===== src/sv/hashed_key_cache_lookup_insert_core_defines.svh =====
// Assertion macros used by the datapath RTL of the key cache.
`ifndef HASHED_KEY_CACHE_LOOKUP_INSERT_CORE_DEFINES_SVH
`define HASHED_KEY_CACHE_LOOKUP_INSERT_CORE_DEFINES_SVH

`ifndef SYNTHESIS
// Check a property on every clock edge outside reset.
`define HKC_ASSERT(lbl, prop, msg) \
  lbl: assert property (@(posedge clk) disable iff (!rst_n) prop) \
    else $error(msg);
// Check a property on every clock edge, reset included.
`define HKC_ASSERT_ALWAYS(lbl, prop, msg) \
  lbl: assert property (@(posedge clk) prop) \
    else $error(msg);
`else
`define HKC_ASSERT(lbl, prop, msg)
`define HKC_ASSERT_ALWAYS(lbl, prop, msg)
`endif

`endif


===== src/sv/hkc_pkg.sv =====
`timescale 1ns / 1ps

package hkc_pkg;

  localparam int TABLE_ENTRIES = 256;
  localparam int KEY_BITS      = 32;
  localparam int IDX_W         = (TABLE_ENTRIES > 1) ? $clog2(TABLE_ENTRIES) : 1;
  localparam bit IS_POW2       = ((TABLE_ENTRIES & (TABLE_ENTRIES - 1)) == 0);

  localparam logic [31:0] HASH_MULT  = 32'd2654435761;
  // floor(2^32 / TABLE_ENTRIES), the reciprocal for the non power of two modulo
  localparam logic [31:0] HASH_RECIP = 32'((64'd1 << 32) / TABLE_ENTRIES);
  localparam logic        KIND_CLEAR = 1'b1;

  typedef logic [KEY_BITS-1:0] key_t;
  typedef logic [IDX_W-1:0]    idx_t;

  typedef enum logic [1:0] {
    ST_HIT   = 2'd0,
    ST_NEW   = 2'd1,
    ST_FULL  = 2'd2,
    ST_CLEAR = 2'd3
  } status_t;

  typedef enum logic [2:0] {
    S_CLEAR,
    S_IDLE,
    S_MULT,
    S_DIV,
    S_START,
    S_PROBE,
    S_DONE
  } state_t;

  typedef struct packed {
    logic clr_wr;
    logic load;
    logic mult;
    logic div_step;
    logic start;
    logic probe;
    logic out_load;
  } ctl_cmd_t;

  typedef struct packed {
    logic clr_last;
    logic div_last;
    logic hit;
    logic empty;
    logic last_probe;
    logic out_free;
  } dp_sts_t;

  // Keep the low KEY_BITS bits of the 32-bit key field, zero-extend above.
  function automatic key_t mask_key(input logic [31:0] k);
    logic [63:0] w;
    w = 64'(k);
    return w[KEY_BITS-1:0];
  endfunction

endpackage


===== src/sv/hkc_ctrl.sv =====
`timescale 1ns / 1ps

module hkc_ctrl (
  input  logic              clk,
  input  logic              rst_n,
  input  logic              in_tvalid,
  input  logic              in_kind,
  output logic              in_tready,
  input  hkc_pkg::dp_sts_t  sts,
  output hkc_pkg::ctl_cmd_t cmd
);

  import hkc_pkg::*;

  state_t state_r, state_nxt;

  always_ff @(posedge clk) begin
    if (!rst_n) begin
      state_r <= S_CLEAR;
    end else begin
      state_r <= state_nxt;
    end
  end

  always_comb begin
    state_nxt = state_r;
    case (state_r)
      S_CLEAR: if (sts.clr_last) state_nxt = S_IDLE;
      S_IDLE: begin
        if (in_tvalid) begin
          state_nxt = (in_kind == KIND_CLEAR) ? S_DONE : S_MULT;
        end
      end
      S_MULT:  state_nxt = IS_POW2 ? S_START : S_DIV;
      S_DIV:   if (sts.div_last) state_nxt = S_START;
      S_START: state_nxt = S_PROBE;
      S_PROBE: begin
        if (sts.hit || sts.empty || sts.last_probe) begin
          state_nxt = S_DONE;
        end
      end
      S_DONE:  if (sts.out_free) state_nxt = S_IDLE;
      default: state_nxt = S_CLEAR;
    endcase
  end

  always_comb begin
    cmd       = '0;
    in_tready = 1'b0;
    case (state_r)
      S_CLEAR: cmd.clr_wr = 1'b1;
      S_IDLE: begin
        in_tready = 1'b1;
        cmd.load  = in_tvalid;
      end
      S_MULT:  cmd.mult     = 1'b1;
      S_DIV:   cmd.div_step = 1'b1;
      S_START: cmd.start    = 1'b1;
      S_PROBE: cmd.probe    = 1'b1;
      S_DONE:  cmd.out_load = sts.out_free;
      default: cmd = '0;
    endcase
  end

endmodule


===== config.mk =====
export PLATFORM = sky130hd
export DESIGN_NAME = hkc_ctrl
export DESIGN_NICKNAME = d
export VERILOG_FILES = /design/src/sv/hashed_key_cache_lookup_insert_core_defines.svh /design/src/sv/hkc_pkg.sv /design/src/sv/hkc_ctrl.sv
export SDC_FILE = /design/constraint.sdc
export NUM_CORES = 1
export LEC_CHECK = 0
export BUFFER_PORTS_ARGS = -buffer_cell sky130_fd_sc_hd__buf_2
export CAP_MARGIN = 5
export CORE_AREA = 4 4 41 43
export DETAILED_ROUTE_END_ITERATION = 16
export DIE_AREA = 0 0 45 47
export GPL_ROUTABILITY_DRIVEN = 0
export PLACE_DENSITY = 0.43
export SYNTH_ARGS = -nofsm -noshare
export SYNTH_HDL_FRONTEND = slang
export SYNTH_SLANG_ARGS = --single-unit
export TNS_END_PERCENT = 10

===== constraint.sdc =====
create_clock -name clk -period 2.8 [get_ports clk]
set_clock_uncertainty 0.1 [all_clocks]
set_input_delay 0.14 -clock clk [delete_from_list [all_inputs] [get_ports clk]]
set_output_delay 0.14 -clock clk [all_outputs]
set_load 0.01 [all_outputs]

==> results.yml <==
synth:
  synth_top_family_by_area: "simple AND/OR/NAND/NOR gates"
  synthSimpleGateAreaFrac: 0.411
  synth.top_cell.area_share: 0.224
  synthesis.area_sq_um: 268
  yosys.area_share.adder: 0
  synth.mux.area_fraction: 0.0748
  yosysTopAreaCell: "dfxtp_1"
  synth_seq_cells: 3
  yosysWarnings: 0
  synthCells: 34
  syn_nets: 44
  synth_compound_area_frac: 0.173
  yosys-top-cells-area: "dfxtp_1 (22%), mux2i_1 (7.5%), a211oi_1 (5.6%), nand2_1 (5.6%), nand2b_4 (5.1%)"
  synthXorXnorAreaFrac: 0
  ys_types: 23
  synth.avg_cell_area_sq_um: 7.88
  yosysSeqAreaShare: 0.224
timing:
  slew_violations: 0
  setup_viol: 0
  fmax_mhz: 624
  setup_ws_ns: 1.20
  rsz0062_at_grt: "no"
  worst-slew-pin-transition_ns: 0.413
  finalHoldViolations: 0
  relSlewSlack: 0.724
  period_minus_slack_ns: 1.60
  tns_ns: 0
  fin_crit_sh: 0.572
clock_tree:
  cts.sinks: 3
  cts_made_buffers: 3
  post-cts-setup-buffer-count: 0
  clock_tree.buffer_depth: 2
  cts_resized: 0
  cts-htree-levels: 1
  cts_tree: "yes"
  postCtsHoldBufs: 0
  clk_pin_slew_worst_paths_ns: 0.04
  clock_latency_ns: 0.23
  cts-root-buf: "clkbuf_4"
detailed_routing:
  vias: 292
  drc_errors: 0
  drt-initial-drc-count: 0
  wirelength_um: 694
  ant_nets: 0
  via_per_inst: 4.36
  first_pass_iters: 1
  routedWlPerCell_um: 10.4
die:
  dieArea_sq_um: 2120
  start_util: 0.206
  coreArea_sq_um: 1300
  rows: 13
  pin_count: 18
  die_y_um: 47
  dieWidth_um: 45
grt:
  track_usage: 0.0782
  gr-total-overflow: 0
  antenna_found_initial: 0
  use_met2: 0.105
  gr-usage-met1: 0.105
  grt_pass1_wl_um: 1190
  grt_pass1_vias: 278
  use_met3: 0.0268
  grt_max_degree: 14
  gr-max-usage-layer: "met1"
final_layout:
  finalNonFillerCells: 67
  final_layout_size_suffix_gt1_frac: 0.462
  fillers: 150
  fin_nets: 63
  reg.largest.list: "state_r x3"
  largest_reg_flops: 3
  final_cell_mix: "buf_2 (17), nand2_1 (4), clkbuf_4 (3), dfxtp_1 (3)"
  final_util: 0.288
  final_area_sq_um: 374
  num_antenna_cells: 0
  largest_register: "state_r"
  syn2layout_area_growth_pct: 39.7
  layout_commonest_cell: "buf_2"
placement:
  port_buffers: 17
  dp_slack_ns: 1.36
  dp.cells: 63
  dp_hpwl_um: 543
  placedInstanceArea_sq_um: 348
job:
  cap_viol_max_count: 0
setup_path:
  path_class: "reg2out"
  arrival_ns: 1.36
  worstPathRequired_ns: 2.56
  cp_max_fo: 11
  worst_setup_path_end_kind: "output port"
  start_kind: "flip-flop"
power_and_ir_drop:
  power-per-cell-area_nw_per_um2: 703
  irDropWorstVdd_uv: 205
  leakage_nw: 0.186
worst_hold_path:
  hold_class: "in2reg"
run_status:
  status: "complete, no violations"
routing by layer:
layer	vias to the layer above	part of all wire
met2	8	0.46
met5	-	0
met4	0	0
met3	0	0.053
li1	157	-
met1	127	0.48
worst max-delay path, stage by stage, from the launching register on:
cell and delay [ns]:
dfxtp_1 0.52, inv_1 0.12, nor3_1 0.22, and2_1 0.14
buf_2 0.12
report_power, final:
| part | internal [W] | leakage [nW] | switching [W] |
|---|---|---|---|
| Sequential | 0.0000528 | 0.0247 | 0.0000282 |
| Clock | 0.0000535 | 0.0150 | 0.0000235 |
| Combinational | 0.0000541 | 0.146 | 0.0000510 |
kinds of logic (layout without fill, tap and decap cells):
| logic type | Yosys count | count (layout) |
|---|---|---|
| AND/OR/NAND/NOR | 18 | 18 |
| AO/OA/AOI/OAI | 6 | 6 |
| buffers and inverters | 5 | 23 |
| flip-flops | 3 | 3 |
| multiplexers | 2 | 2 |
path summary, 6_finish.rpt:
path                           startpoint                       to  slack, ns  cells after the start
setup / recovery  state_r[0]$_SDFFE_PN0P_                   cmd[5]       1.20                      4
hold reg to reg   state_r[1]$_SDFFE_PN0P_  state_r[1]$_SDFFE_PN0P_       0.54                      2
setup reg to reg  state_r[1]$_SDFFE_PN0P_  state_r[1]$_SDFFE_PN0P_       1.35                      4
hold / removal                      rst_n  state_r[0]$_SDFFE_PN0P_       0.09                      3
stage by stage:
stage	hold slack, ns	power (W)
final	0.0922	0.000263
after global routing	0.0916	0.000289
after CTS	0.0800	0.000269
after detailed placement	0.332	0.000188
after global placement	0.338	0.000192
after floorplan	0.174	0.000162
synth_stat cells (all sizes together):
library cell,instances
inv,2
or4,1
and3,2
mux2i,2
nand2b,1
a211oi,2
nand4b,1
buf,3
nor3b,1
a31oi,2
dfxtp,3
nor4,1
o21ai,1
and2,1
nand3,1
nor3,2
a21o,1
nor2,3
nand2,4
final cells by class:
| cell class | count | area, sq um | area share |
|---|---|---|---|
| Tap cell | 15 | 18.8 | 0.0502 |
| Sequential cell | 3 | 60.1 | 0.161 |
| Timing Repair Buffer | 17 | 85.1 | 0.227 |
| Inverter | 2 | 7.51 | 0.0201 |
| Multi-Input combinational cell | 26 | 176 | 0.472 |
| Clock buffer | 4 | 26.3 | 0.0702 |
Power figures use the tool's default switching activity.
